**config.mk**
```make
export PLATFORM = sky130hd
export DESIGN_NAME = seek_steering_zone_detector
export DESIGN_NICKNAME = d
export VERILOG_FILES = /design/src/design/sszd_pkg.sv /design/src/design/sszd_cfg.sv /design/src/design/sszd_mul.sv /design/src/design/sszd_rdiv.sv /design/src/design/seek_steering_zone_detector.sv
export SDC_FILE = /design/constraint.sdc
export NUM_CORES = 2
export LEC_CHECK = 0
export BUFFER_PORTS_ARGS = -buffer_cell sky130_fd_sc_hd__buf_2
export CORE_UTILIZATION = 65
export CTS_BUF_LIST = sky130_fd_sc_hd__clkbuf_2
export CTS_CLUSTER_DIAMETER = 120
export CTS_CLUSTER_SIZE = 14
export DETAILED_ROUTE_END_ITERATION = 7
export PLACE_DENSITY = 0.91
export SLEW_MARGIN = 25
export SYNTH_ARGS = -nofsm -noshare
export SYNTH_HDL_FRONTEND = slang
export SYNTH_SLANG_ARGS = --single-unit
```
**constraint.sdc**
```tcl
create_clock -name clk -period 12 [get_ports clk]
set_input_delay 3.6 -clock clk [delete_from_list [all_inputs] [get_ports clk]]
set_output_delay 3.6 -clock clk [all_outputs]
set_load 0.05 [all_outputs]
```
**src/design/sszd_pkg.sv**
```systemverilog
// Shared types and constants for the seek steering zone detector.
// Used by every module of the block; no dependencies.
package sszd_pkg;

    localparam int POS_WIDTH_DEF = 24;

    localparam int RAD_W     = 23;                 // radius width, Q15.8 unsigned
    localparam int STR_W     = 16;                 // strength width, Q8.8
    localparam int MASK_W    = 4;
    localparam int MUL_W     = 25;                 // multiplier operand width
    localparam int PROD_W    = 2 * MUL_W;
    localparam int SQ_W      = PROD_W + 1;         // sum of two squares
    localparam int ROOT_W    = MUL_W + 1;          // integer root of SQ_W bits
    localparam int QUO_W     = 17;                 // quotient width
    localparam int FRC_W     = 17;                 // force width, Q8.8 signed
    localparam int UW        = SQ_W + 1;           // root / divide datapath width
    localparam int CNT_W     = $clog2(ROOT_W + 1);
    localparam int CFG_IDX_W = 3;
    localparam int OUT_W     = ((2 * FRC_W + 4 + 7) / 8) * 8;

    // event_mask bit positions
    localparam int EV_INNER_ENTER = 0;
    localparam int EV_INNER_EXIT  = 1;
    localparam int EV_OUTER_ENTER = 2;
    localparam int EV_OUTER_EXIT  = 3;

    typedef enum logic [CFG_IDX_W-1:0] {
        REG_TARGET_X     = 3'd0,
        REG_TARGET_Y     = 3'd1,
        REG_INNER_RADIUS = 3'd2,
        REG_OUTER_RADIUS = 3'd3,
        REG_STRENGTH     = 3'd4,
        REG_EVENT_MASK   = 3'd5
    } cfg_idx_t;

    typedef enum logic {
        OP_SQRT,
        OP_DIV
    } op_t;

    typedef enum logic [3:0] {
        ST_IDLE,
        ST_SQ_AX,
        ST_SQ_AY,
        ST_SQ_LX,
        ST_SQ_LY,
        ST_SQ_RI,
        ST_SQ_RO,
        ST_NORM,
        ST_DIR_Y,
        ST_ROOT,
        ST_ROOT_WAIT,
        ST_DIV_X,
        ST_DIV_X_WAIT,
        ST_DIV_Y,
        ST_DIV_Y_WAIT,
        ST_OUT
    } state_t;

endpackage

```
**src/design/sszd_cfg.sv**
```systemverilog
// Configuration register file: target, radii, strength and event mask.
// Depends on sszd_pkg.
module sszd_cfg #(
    parameter int POS_WIDTH = sszd_pkg::POS_WIDTH_DEF,
    localparam int CFG_W = (POS_WIDTH > sszd_pkg::RAD_W) ? POS_WIDTH : sszd_pkg::RAD_W
) (
    input  logic                            clk,
    input  logic                            rst_n,
    input  logic                            cfg_valid,
    input  logic [sszd_pkg::CFG_IDX_W-1:0]  cfg_index,
    input  logic [CFG_W-1:0]                cfg_data,
    output logic [POS_WIDTH-1:0]            target_x,
    output logic [POS_WIDTH-1:0]            target_y,
    output logic [sszd_pkg::RAD_W-1:0]      inner_radius,
    output logic [sszd_pkg::RAD_W-1:0]      outer_radius,
    output logic [sszd_pkg::STR_W-1:0]      strength,
    output logic [sszd_pkg::MASK_W-1:0]     event_mask
);

    logic [POS_WIDTH-1:0]           target_x_reg;
    logic [POS_WIDTH-1:0]           target_y_reg;
    logic [sszd_pkg::RAD_W-1:0]     inner_radius_reg;
    logic [sszd_pkg::RAD_W-1:0]     outer_radius_reg;
    logic [sszd_pkg::STR_W-1:0]     strength_reg;
    logic [sszd_pkg::MASK_W-1:0]    event_mask_reg;

    always_ff @(posedge clk or negedge rst_n)
    begin
        if (!rst_n)
        begin
            target_x_reg     <= '0;
            target_y_reg     <= '0;
            inner_radius_reg <= '0;
            outer_radius_reg <= '0;
            strength_reg     <= '0;
            event_mask_reg   <= '0;
        end
        else if (cfg_valid)
        begin
            case (sszd_pkg::cfg_idx_t'(cfg_index))
                sszd_pkg::REG_TARGET_X:     target_x_reg     <= cfg_data[POS_WIDTH-1:0];
                sszd_pkg::REG_TARGET_Y:     target_y_reg     <= cfg_data[POS_WIDTH-1:0];
                sszd_pkg::REG_INNER_RADIUS: inner_radius_reg <= cfg_data[sszd_pkg::RAD_W-1:0];
                sszd_pkg::REG_OUTER_RADIUS: outer_radius_reg <= cfg_data[sszd_pkg::RAD_W-1:0];
                sszd_pkg::REG_STRENGTH:     strength_reg     <= cfg_data[sszd_pkg::STR_W-1:0];
                sszd_pkg::REG_EVENT_MASK:   event_mask_reg   <= cfg_data[sszd_pkg::MASK_W-1:0];
                default:
                begin
                end
            endcase
        end
    end

    assign target_x     = target_x_reg;
    assign target_y     = target_y_reg;
    assign inner_radius = inner_radius_reg;
    assign outer_radius = outer_radius_reg;
    assign strength     = strength_reg;
    assign event_mask   = event_mask_reg;

endmodule

```
**src/design/sszd_mul.sv**
```systemverilog
// Shared unsigned multiplier with registered product, loaded on issue.
// Depends on sszd_pkg.
module sszd_mul (
    input  logic                          clk,
    input  logic                          issue,
    input  logic [sszd_pkg::MUL_W-1:0]    mul_a,
    input  logic [sszd_pkg::MUL_W-1:0]    mul_b,
    output logic [sszd_pkg::PROD_W-1:0]   prod
);

    logic [sszd_pkg::PROD_W-1:0] prod_reg;

    // product holds until the next issue
    always_ff @(posedge clk)
    begin
        if (issue)
        begin
            prod_reg <= mul_a * mul_b;
        end
    end

    assign prod = prod_reg;

endmodule

```
**src/design/sszd_rdiv.sv**
```systemverilog
// Bit-serial integer square root and restoring divider sharing one
// compare/subtract stage. Depends on sszd_pkg.
module sszd_rdiv (
    input  logic                            clk,
    input  logic                            rst_n,
    input  logic                            start,
    input  sszd_pkg::op_t                   op,
    input  logic [sszd_pkg::UW-1:0]         opa,    // radicand or numerator
    input  logic [sszd_pkg::ROOT_W:0]       opb,    // divisor
    output logic                            done,
    output logic [sszd_pkg::ROOT_W-1:0]     result
);

    localparam int UW = sszd_pkg::UW;
    localparam int CNT_W = sszd_pkg::CNT_W;

    sszd_pkg::op_t      op_reg, op_next;
    logic [UW-1:0]      rem_reg, rem_next;
    logic [UW-1:0]      base_reg, base_next;
    logic [UW-1:0]      acc_reg, acc_next;
    logic [CNT_W-1:0]   cnt_reg, cnt_next;
    logic               busy_reg, busy_next;
    logic               done_reg, done_next;
    logic [UW-1:0]      trial;
    logic               ge;

    always_comb
    begin
        trial     = (op_reg == sszd_pkg::OP_SQRT) ? (acc_reg + base_reg) : base_reg;
        ge        = (rem_reg >= trial);
        op_next   = op_reg;
        rem_next  = rem_reg;
        base_next = base_reg;
        acc_next  = acc_reg;
        cnt_next  = cnt_reg;
        busy_next = busy_reg;
        done_next = 1'b0;
        if (start)
        begin
            op_next   = op;
            rem_next  = opa;
            acc_next  = '0;
            busy_next = 1'b1;
            if (op == sszd_pkg::OP_SQRT)
            begin
                cnt_next  = CNT_W'(sszd_pkg::ROOT_W);
                base_next = UW'(1) << (2 * (sszd_pkg::ROOT_W - 1));
            end
            else
            begin
                cnt_next  = CNT_W'(sszd_pkg::QUO_W);
                base_next = UW'(opb) << (sszd_pkg::QUO_W - 1);
            end
        end
        else if (busy_reg)
        begin
            if (ge)
            begin
                rem_next = rem_reg - trial;
            end
            if (op_reg == sszd_pkg::OP_SQRT)
            begin
                acc_next  = (acc_reg >> 1) + (ge ? base_reg : '0);
                base_next = base_reg >> 2;
            end
            else
            begin
                acc_next  = {acc_reg[UW-2:0], ge};
                base_next = base_reg >> 1;
            end
            cnt_next = cnt_reg - 1'b1;
            if (cnt_reg == CNT_W'(1))
            begin
                busy_next = 1'b0;
                done_next = 1'b1;
            end
        end
    end

    always_ff @(posedge clk or negedge rst_n)
    begin
        if (!rst_n)
        begin
            op_reg   <= sszd_pkg::OP_SQRT;
            cnt_reg  <= '0;
            busy_reg <= 1'b0;
            done_reg <= 1'b0;
        end
        else
        begin
            op_reg   <= op_next;
            cnt_reg  <= cnt_next;
            busy_reg <= busy_next;
            done_reg <= done_next;
        end
    end

    always_ff @(posedge clk)
    begin
        rem_reg  <= rem_next;
        base_reg <= base_next;
        acc_reg  <= acc_next;
    end

    assign done   = done_reg;
    assign result = acc_reg[sszd_pkg::ROOT_W-1:0];

endmodule

```
**src/design/seek_steering_zone_detector.sv**
```systemverilog
// Seek steering zone detector, top level: sequencer, position state, output register.
// Depends on sszd_pkg, sszd_cfg, sszd_mul and sszd_rdiv.
//
// Usage: each transfer on s_axis carries the agent position. The block
// compares previous and current distance to the target with the inner and
// outer radius, and returns one m_axis transfer with the steering force
// (unit direction to the target times strength) and four masked zone flags.
// Configuration goes over the cfg channel (index, data); cfg_ready is always
// high, and registers should only be written while no item is in flight.
// An item's processing time is set by the shared restoring unit: a 26-step
// square root and, for a nonzero length, two 17-step divisions, fed by one
// 25x25 multiplier that computes eight squares and, for a nonzero length,
// the two strength products.
// s_axis_tready is high only while the sequencer is idle. The result sits in
// an output register; a new item is taken while it waits, and the sequencer
// holds its finished result until that register is free.
// Reset clears all configuration, the previous position (to the origin) and
// the output valid.
module seek_steering_zone_detector #(
    parameter int POS_WIDTH = sszd_pkg::POS_WIDTH_DEF,
    localparam int CFG_W = (POS_WIDTH > sszd_pkg::RAD_W) ? POS_WIDTH : sszd_pkg::RAD_W,
    localparam int DIN_W = ((2 * POS_WIDTH + 7) / 8) * 8
) (
    input  logic                            clk,
    input  logic                            rst_n,
    input  logic                            s_axis_tvalid,
    output logic                            s_axis_tready,
    input  logic [DIN_W-1:0]                s_axis_tdata,   // pos_x, pos_y
    output logic                            m_axis_tvalid,
    input  logic                            m_axis_tready,
    // force_x, force_y, inner_enter, inner_exit, outer_enter, outer_exit
    output logic [sszd_pkg::OUT_W-1:0]      m_axis_tdata,
    input  logic                            cfg_valid,
    output logic                            cfg_ready,
    input  logic [sszd_pkg::CFG_IDX_W-1:0]  cfg_index,
    input  logic [CFG_W-1:0]                cfg_data
);

    localparam int AW     = POS_WIDTH + 1;
    localparam int MUL_W  = sszd_pkg::MUL_W;
    localparam int SQ_W   = sszd_pkg::SQ_W;
    localparam int UW     = sszd_pkg::UW;
    localparam int RAD_W  = sszd_pkg::RAD_W;
    localparam int ROOT_W = sszd_pkg::ROOT_W;
    localparam int QUO_W  = sszd_pkg::QUO_W;
    localparam int FRC_W  = sszd_pkg::FRC_W;
    localparam int OUT_W  = sszd_pkg::OUT_W;

    logic [POS_WIDTH-1:0]           target_x, target_y;
    logic [RAD_W-1:0]               inner_radius, outer_radius;
    logic [sszd_pkg::STR_W-1:0]     strength;
    logic [sszd_pkg::MASK_W-1:0]    event_mask;

    sszd_pkg::state_t               state_reg, state_next;
    logic [POS_WIDTH-1:0]           prev_x_reg, prev_y_reg;
    logic                           out_valid_reg;
    logic [OUT_W-1:0]               out_data_reg;

    logic [AW-1:0]                  ax_reg, ay_reg, lx_reg, ly_reg;
    logic                           neg_x_reg, neg_y_reg;
    logic [SQ_W-1:0]                acc_reg, was_reg;
    logic                           in_now_reg, in_was_reg, out_now_reg, out_was_reg;
    logic [ROOT_W-1:0]              len_reg;
    logic [QUO_W-1:0]               fx_reg, fy_reg;

    logic [POS_WIDTH-1:0]           pos_x, pos_y;
    logic [AW-1:0]                  dx_in, dy_in, ex_in, ey_in;
    logic [AW-1:0]                  ax_in, ay_in, lx_in, ly_in;
    logic                           a_small, l_small, dir_big;
    logic [SQ_W-1:0]                prod_ext, sum_acc, sum_was;
    logic [UW-1:0]                  div_num;
    logic [FRC_W-1:0]               force_x, force_y;
    logic                           inner_enter, inner_exit, outer_enter, outer_exit;
    logic                           take_in, out_load;

    logic                           mul_issue;
    logic [MUL_W-1:0]               mul_a, mul_b;
    logic [sszd_pkg::PROD_W-1:0]    prod;

    logic                           rd_start, rd_done;
    sszd_pkg::op_t                  rd_op;
    logic [UW-1:0]                  rd_a;
    logic [ROOT_W:0]                rd_b;
    logic [ROOT_W-1:0]              rd_res;

    sszd_cfg #(
        .POS_WIDTH (POS_WIDTH)
    ) u_cfg (
        .clk          (clk),
        .rst_n        (rst_n),
        .cfg_valid    (cfg_valid),
        .cfg_index    (cfg_index),
        .cfg_data     (cfg_data),
        .target_x     (target_x),
        .target_y     (target_y),
        .inner_radius (inner_radius),
        .outer_radius (outer_radius),
        .strength     (strength),
        .event_mask   (event_mask)
    );

    sszd_mul u_mul (
        .clk   (clk),
        .issue (mul_issue),
        .mul_a (mul_a),
        .mul_b (mul_b),
        .prod  (prod)
    );

    sszd_rdiv u_rdiv (
        .clk    (clk),
        .rst_n  (rst_n),
        .start  (rd_start),
        .op     (rd_op),
        .opa    (rd_a),
        .opb    (rd_b),
        .done   (rd_done),
        .result (rd_res)
    );

    assign cfg_ready = 1'b1;

    // offsets to the target, one bit wider than a position
    assign pos_x = s_axis_tdata[POS_WIDTH-1:0];
    assign pos_y = s_axis_tdata[2*POS_WIDTH-1:POS_WIDTH];
    assign dx_in = {target_x[POS_WIDTH-1], target_x} - {pos_x[POS_WIDTH-1], pos_x};
    assign dy_in = {target_y[POS_WIDTH-1], target_y} - {pos_y[POS_WIDTH-1], pos_y};
    assign ex_in = {target_x[POS_WIDTH-1], target_x} - {prev_x_reg[POS_WIDTH-1], prev_x_reg};
    assign ey_in = {target_y[POS_WIDTH-1], target_y} - {prev_y_reg[POS_WIDTH-1], prev_y_reg};
    assign ax_in = dx_in[AW-1] ? (~dx_in + 1'b1) : dx_in;
    assign ay_in = dy_in[AW-1] ? (~dy_in + 1'b1) : dy_in;
    assign lx_in = ex_in[AW-1] ? (~ex_in + 1'b1) : ex_in;
    assign ly_in = ey_in[AW-1] ? (~ey_in + 1'b1) : ey_in;

    // offsets beyond the radius range are never inside a zone
    assign a_small = ((ax_reg >> RAD_W) == '0) && ((ay_reg >> RAD_W) == '0);
    assign l_small = ((lx_reg >> RAD_W) == '0) && ((ly_reg >> RAD_W) == '0);
    assign dir_big = ((ax_reg >> MUL_W) != '0) || ((ay_reg >> MUL_W) != '0);

    assign prod_ext = SQ_W'(prod);
    assign sum_acc  = acc_reg + prod_ext;
    assign sum_was  = was_reg + prod_ext;
    assign div_num  = UW'({prod, 1'b0}) + UW'(len_reg);

    assign take_in       = s_axis_tvalid && (state_reg == sszd_pkg::ST_IDLE);
    assign s_axis_tready = (state_reg == sszd_pkg::ST_IDLE);

    always_comb
    begin
        state_next = state_reg;
        mul_issue  = 1'b0;
        mul_a      = '0;
        mul_b      = '0;
        rd_start   = 1'b0;
        rd_op      = sszd_pkg::OP_SQRT;
        rd_a       = '0;
        rd_b       = '0;
        out_load   = 1'b0;
        case (state_reg)
            sszd_pkg::ST_IDLE:
            begin
                if (s_axis_tvalid)
                begin
                    state_next = sszd_pkg::ST_SQ_AX;
                end
            end
            sszd_pkg::ST_SQ_AX:
            begin
                mul_issue  = 1'b1;
                mul_a      = MUL_W'(RAD_W'(ax_reg));
                mul_b      = MUL_W'(RAD_W'(ax_reg));
                state_next = sszd_pkg::ST_SQ_AY;
            end
            sszd_pkg::ST_SQ_AY:
            begin
                mul_issue  = 1'b1;
                mul_a      = MUL_W'(RAD_W'(ay_reg));
                mul_b      = MUL_W'(RAD_W'(ay_reg));
                state_next = sszd_pkg::ST_SQ_LX;
            end
            sszd_pkg::ST_SQ_LX:
            begin
                mul_issue  = 1'b1;
                mul_a      = MUL_W'(RAD_W'(lx_reg));
                mul_b      = MUL_W'(RAD_W'(lx_reg));
                state_next = sszd_pkg::ST_SQ_LY;
            end
            sszd_pkg::ST_SQ_LY:
            begin
                mul_issue  = 1'b1;
                mul_a      = MUL_W'(RAD_W'(ly_reg));
                mul_b      = MUL_W'(RAD_W'(ly_reg));
                state_next = sszd_pkg::ST_SQ_RI;
            end
            sszd_pkg::ST_SQ_RI:
            begin
                mul_issue  = 1'b1;
                mul_a      = MUL_W'(inner_radius);
                mul_b      = MUL_W'(inner_radius);
                state_next = sszd_pkg::ST_SQ_RO;
            end
            sszd_pkg::ST_SQ_RO:
            begin
                mul_issue  = 1'b1;
                mul_a      = MUL_W'(outer_radius);
                mul_b      = MUL_W'(outer_radius);
                state_next = sszd_pkg::ST_NORM;
            end
            sszd_pkg::ST_NORM:
            begin
                // both offsets shift right together until they fit the multiplier
                if (!dir_big)
                begin
                    mul_issue  = 1'b1;
                    mul_a      = MUL_W'(ax_reg);
                    mul_b      = MUL_W'(ax_reg);
                    state_next = sszd_pkg::ST_DIR_Y;
                end
            end
            sszd_pkg::ST_DIR_Y:
            begin
                mul_issue  = 1'b1;
                mul_a      = MUL_W'(ay_reg);
                mul_b      = MUL_W'(ay_reg);
                state_next = sszd_pkg::ST_ROOT;
            end
            sszd_pkg::ST_ROOT:
            begin
                rd_start   = 1'b1;
                rd_op      = sszd_pkg::OP_SQRT;
                rd_a       = UW'(sum_acc);
                state_next = sszd_pkg::ST_ROOT_WAIT;
            end
            sszd_pkg::ST_ROOT_WAIT:
            begin
                if (rd_done)
                begin
                    if (rd_res == '0)
                    begin
                        state_next = sszd_pkg::ST_OUT;
                    end
                    else
                    begin
                        mul_issue  = 1'b1;
                        mul_a      = MUL_W'(strength);
                        mul_b      = MUL_W'(ax_reg);
                        state_next = sszd_pkg::ST_DIV_X;
                    end
                end
            end
            sszd_pkg::ST_DIV_X:
            begin
                rd_start   = 1'b1;
                rd_op      = sszd_pkg::OP_DIV;
                rd_a       = div_num;
                rd_b       = {len_reg, 1'b0};
                mul_issue  = 1'b1;
                mul_a      = MUL_W'(strength);
                mul_b      = MUL_W'(ay_reg);
                state_next = sszd_pkg::ST_DIV_X_WAIT;
            end
            sszd_pkg::ST_DIV_X_WAIT:
            begin
                if (rd_done)
                begin
                    state_next = sszd_pkg::ST_DIV_Y;
                end
            end
            sszd_pkg::ST_DIV_Y:
            begin
                rd_start   = 1'b1;
                rd_op      = sszd_pkg::OP_DIV;
                rd_a       = div_num;
                rd_b       = {len_reg, 1'b0};
                state_next = sszd_pkg::ST_DIV_Y_WAIT;
            end
            sszd_pkg::ST_DIV_Y_WAIT:
            begin
                if (rd_done)
                begin
                    state_next = sszd_pkg::ST_OUT;
                end
            end
            sszd_pkg::ST_OUT:
            begin
                if (!out_valid_reg || m_axis_tready)
                begin
                    out_load   = 1'b1;
                    state_next = sszd_pkg::ST_IDLE;
                end
            end
            default:
            begin
                state_next = sszd_pkg::ST_IDLE;
            end
        endcase
    end

    always_ff @(posedge clk or negedge rst_n)
    begin
        if (!rst_n)
        begin
            state_reg     <= sszd_pkg::ST_IDLE;
            prev_x_reg    <= '0;
            prev_y_reg    <= '0;
            out_valid_reg <= 1'b0;
        end
        else
        begin
            state_reg <= state_next;
            if (take_in)
            begin
                prev_x_reg <= pos_x;
                prev_y_reg <= pos_y;
            end
            if (out_load)
            begin
                out_valid_reg <= 1'b1;
            end
            else if (m_axis_tready)
            begin
                out_valid_reg <= 1'b0;
            end
        end
    end

    always_ff @(posedge clk)
    begin
        case (state_reg)
            sszd_pkg::ST_IDLE:
            begin
                if (s_axis_tvalid)
                begin
                    ax_reg    <= ax_in;
                    ay_reg    <= ay_in;
                    lx_reg    <= lx_in;
                    ly_reg    <= ly_in;
                    neg_x_reg <= dx_in[AW-1];
                    neg_y_reg <= dy_in[AW-1];
                end
            end
            sszd_pkg::ST_SQ_AY:
            begin
                acc_reg <= prod_ext;
            end
            sszd_pkg::ST_SQ_LX:
            begin
                acc_reg <= sum_acc;
            end
            sszd_pkg::ST_SQ_LY:
            begin
                was_reg <= prod_ext;
            end
            sszd_pkg::ST_SQ_RI:
            begin
                was_reg <= sum_was;
            end
            sszd_pkg::ST_SQ_RO:
            begin
                in_now_reg <= a_small && (acc_reg <= prod_ext);
                in_was_reg <= l_small && (was_reg <= prod_ext);
            end
            sszd_pkg::ST_NORM:
            begin
                out_now_reg <= a_small && (acc_reg <= prod_ext);
                out_was_reg <= l_small && (was_reg <= prod_ext);
                if (dir_big)
                begin
                    ax_reg <= ax_reg >> 1;
                    ay_reg <= ay_reg >> 1;
                end
            end
            sszd_pkg::ST_DIR_Y:
            begin
                acc_reg <= prod_ext;
            end
            sszd_pkg::ST_ROOT_WAIT:
            begin
                if (rd_done)
                begin
                    len_reg <= rd_res;
                    fx_reg  <= '0;
                    fy_reg  <= '0;
                end
            end
            sszd_pkg::ST_DIV_X_WAIT:
            begin
                if (rd_done)
                begin
                    fx_reg <= rd_res[QUO_W-1:0];
                end
            end
            sszd_pkg::ST_DIV_Y_WAIT:
            begin
                if (rd_done)
                begin
                    fy_reg <= rd_res[QUO_W-1:0];
                end
            end
            default:
            begin
            end
        endcase
        if (out_load)
        begin
            out_data_reg <= OUT_W'({outer_exit, outer_enter, inner_exit, inner_enter,
                                    force_y, force_x});
        end
    end

    assign force_x = neg_x_reg ? (FRC_W'(0) - FRC_W'(fx_reg)) : FRC_W'(fx_reg);
    assign force_y = neg_y_reg ? (FRC_W'(0) - FRC_W'(fy_reg)) : FRC_W'(fy_reg);

    assign inner_enter = event_mask[sszd_pkg::EV_INNER_ENTER] && !in_was_reg && in_now_reg;
    assign inner_exit  = event_mask[sszd_pkg::EV_INNER_EXIT] && in_was_reg && !in_now_reg;
    assign outer_enter = event_mask[sszd_pkg::EV_OUTER_ENTER] && !out_was_reg && out_now_reg;
    assign outer_exit  = event_mask[sszd_pkg::EV_OUTER_EXIT] && out_was_reg && !out_now_reg;

    assign m_axis_tvalid = out_valid_reg;
    assign m_axis_tdata  = out_data_reg;

endmodule

```
==> run_results.csv <==
group,metric,value,unit
status,status,"finished with violations",
status,failed_checks,"design-rule violations",
yosys,synth_edf_count,459,
yosys,yosysTopAreaCellShare,18.77,%
worst_hold_path,worstHoldStart,"prev_y_reg[1]",
clock_tree,post_cts_buffers,0,
critical_path,critical_path_class,"register to register",
floorplan,start_util,65.99,%
clock_tree,worstSkewPairLatency,1.58,ns
drt,routedWlPerCell,22.84,um
clock_tree,cts-root-buf,"clkbuf_2",
clock_tree,cts_sinks,686,
critical_path,cpMaxStageDelayCell,"a221o_1",
yosys,synth_area,0.07344,sq mm
clock_tree,cts_buffer_depth,3,
final_layout,fin_nets,9463,
final_layout,drive_above_1_share,6.771,%
critical_path,r2r_cells,33,
worst_hold_path,hold_end,"prev_y_reg[1]",
yosys,yosys.area_share.simple,14.50,%
yosys,async_reset_ff_share,25.51,%
critical_path,critPathCaptureType,"register",
sta,clock_skew,0.1446,ns
drt,drt_first_pass_iters,8,
floorplan,core_area,0.1113,sq mm
yosys,muxShareOfSynthArea,2.675,%
sta,rsz0062_at_grt,"no",
global_routing,antenna_found_initial,12,
critical_path,path_max_fanout,31,
critical_path,r2r_setup_slack,1.29,ns
drt,viasPerCell,6.421,
yosys,synth.top_cells.by_count,"inv_1 (989), nand2_1 (935), ha_1 (668)",
drt,drt_iter0_markers,7098,
yosys,synth_compound_gate_area_share,17.58,%
sta,setup_viol_count_final,0,
drt,vias,62390,
clock_tree,clk_pin_slew,0.28,ns
worst_hold_path,min_path_cells,2,
floorplan,dieHeight,338.1,um
final_layout,layout-area-overhead-vs-synth,3.639,%
global_routing,grt_usage,38.27,%
critical_path,crit_required,13.22,ns
yosys,synth_xor_area_share,6.166,%
sta,max_slew.worst_pin.slew,1.094,ns
floorplan,die_area,0.1143,sq mm
critical_path,r2r_start,"state_reg[0]",
clock_tree,cts_inserted_buffers,55,
flow_run,cap_viol_max_count,0,
drt,ant_nets,0,
yosys,synth_top_family_by_area,"adder cells",
sta,timing.slew.headroom,27.08,%
yosys,synth_warnings,0,
global_routing,grt_pass1_wl,345000,um
yosys,ys_seq_elements,686,
sta,period_share,89.23,%
yosys,syn_avg_cell_area,8.899,sq um
sta,final_hold_viol_count,0,
clock_tree,hold_buffers,0,
drt,wl,221900,um
yosys,synth_ff_type,"edfxtp_1",
global_routing,overflow,0,
yosys,yosysSeqAreaShare,26.15,%
sta,finalMaxSlewViolations,0,
yosys,synthTopCellsByArea,"edfxtp_1 (19%), fa_1 (15%), ha_1 (11%)",
critical_path,cp.arrival,11.93,ns
place,place_congestion,1.012,
place,hpwl,174000,um
place,io_buffer_count,119,
floorplan,die_w,338.1,um
sta,timing.fmax,0.09339,GHz
global_routing,first_global_vias,61887,
sta,layout_setup_ws,1.292,ns
critical_path,reg2reg_to,"u_mul.prod[48]",
sta,layout_min_cycle_time,10.71,ns
drt,remaining_drc_errors,24,
yosys,synth_top_cell_by_area,"edfxtp_1",
floorplan,io_pins,123,
critical_path,cpPeakStageDelay,0.78,ns
worst_hold_path,hold_class,"register to register",
yosys,synth_cells,8252,
yosys,yosysUniqueCellTypes,97,
yosys,synthAdderAreaFrac,25.99,%
floorplan,num_rows,122,
yosys,synth.most_common_cell,"inv_1",
place,dp_slack,1.602,ns
critical_path,cp_common_cell,"fa_1",
clock_tree,cts_tree,"done",
critical_path,critPathLaunchType,"register",
global_routing,grt_max_degree,102,
clock_tree,cts_max_level,2,
clock_tree,cts_resized,0,
sta,setup-tns-final,0,ns
[area by class of cell]
type                    count  area, sq um
diodes                      3        7.507
clock buffers              97        485.5
clock inverters             7        66.31
fillers                  8627        35170
inverters                 992         3726
multi-input cells        6217        49310
flip-flops and latches    686        19210
well taps                1488         1862
repair buffers            227         1439
[routing by layer]
| metal | track usage (%) | routed length, um | share of wire [%] | vias to the layer above |
|---|---|---|---|---|
| li1 | - | - | - | 28271 |
| met1 | 47.06 | 83160 | 37 | 29898 |
| met2 | 62.66 | 102300 | 46 | 3394 |
| met3 | 7.407 | 21140 | 9.5 | 813 |
| met4 | 22.59 | 15180 | 6.8 | 14 |
| met5 | 0 | 100 | 0.045 | - |
[worst max path at each step]
stage / startpoint / to / cells after the start
floorplan: state_reg[0] / u_mul.prod[48] / 34
global placement: state_reg[3] / u_mul.prod[43] / 34
detailed placement: state_reg[0] / u_mul.prod[48] / 30
CTS: state_reg[0] / u_mul.prod[48] / 32
global route: state_reg[0] / u_mul.prod[48] / 31
finish: state_reg[0] / u_mul.prod[48] / 33
[kinds of logic (layout without fill, tap and decap cells)]
group           count (synthesis)  after routing
simple gates                 2329           2329
compound gates               1982           1982
buf+inv                      1350           1323
fa+ha+maj                    1204           1204
flops                         686            686
xor+xnor                      517            517
mux                           182            182
other cells                     2              6
[worst max-delay path: cells and delay by family (launching register included)]
family | cells | cell delay (ns)
xor gates and xnor gates | 1 | 0.16
and+or+nand+nor | 5 | 1.51
AOI/OAI and AO/OA | 12 | 3.29
DFF | 1 | 0.60
buffers and inverters | 7 | 0.97
adders and majority gates | 8 | 3.88
[cells in the final DEF (no fill, tap or decap), drive strengths merged, types with 56 or more instances in the layout]
cell / instances
a21oi: 527
o21ai: 489
mux2: 114
o21a: 56
and2: 133
nand3: 95
nor2b: 71
buf: 226
nor2: 625
ha: 668
nand4: 67
nand2b: 77
nand2: 935
nor4: 58
edfxtp: 459
o31ai: 85
inv: 992
xnor2: 364
fa: 536
a31oi: 56
nor3: 90
xor2: 153
o21bai: 80
mux2i: 68
dfrtp: 175
clkbuf: 98
a21o: 226
[metrics by stage]
| step | utilization [%] | std cells | hold WS [ns] | cell area, sq um |
|---|---|---|---|---|
| 5_1_grt | 68.39 | 9716 | 0.5410 | 76110 |
| 6_report | 68.39 | 9717 | 0.5148 | 76110 |
| 4_1_cts | 68.38 | 9714 | 0.4787 | 76090 |
| 2_1_floorplan | - | 8253 | 0.4497 | 73440 |
| 3_5_place_dp | 67.88 | 9610 | 0.4699 | 75540 |
| 3_3_place_gp | 67.85 | 9609 | 0.4619 | 75510 |
Power is not shown: default switching activity piles up to over one toggle a cycle in this logic, so the estimate is an artifact.
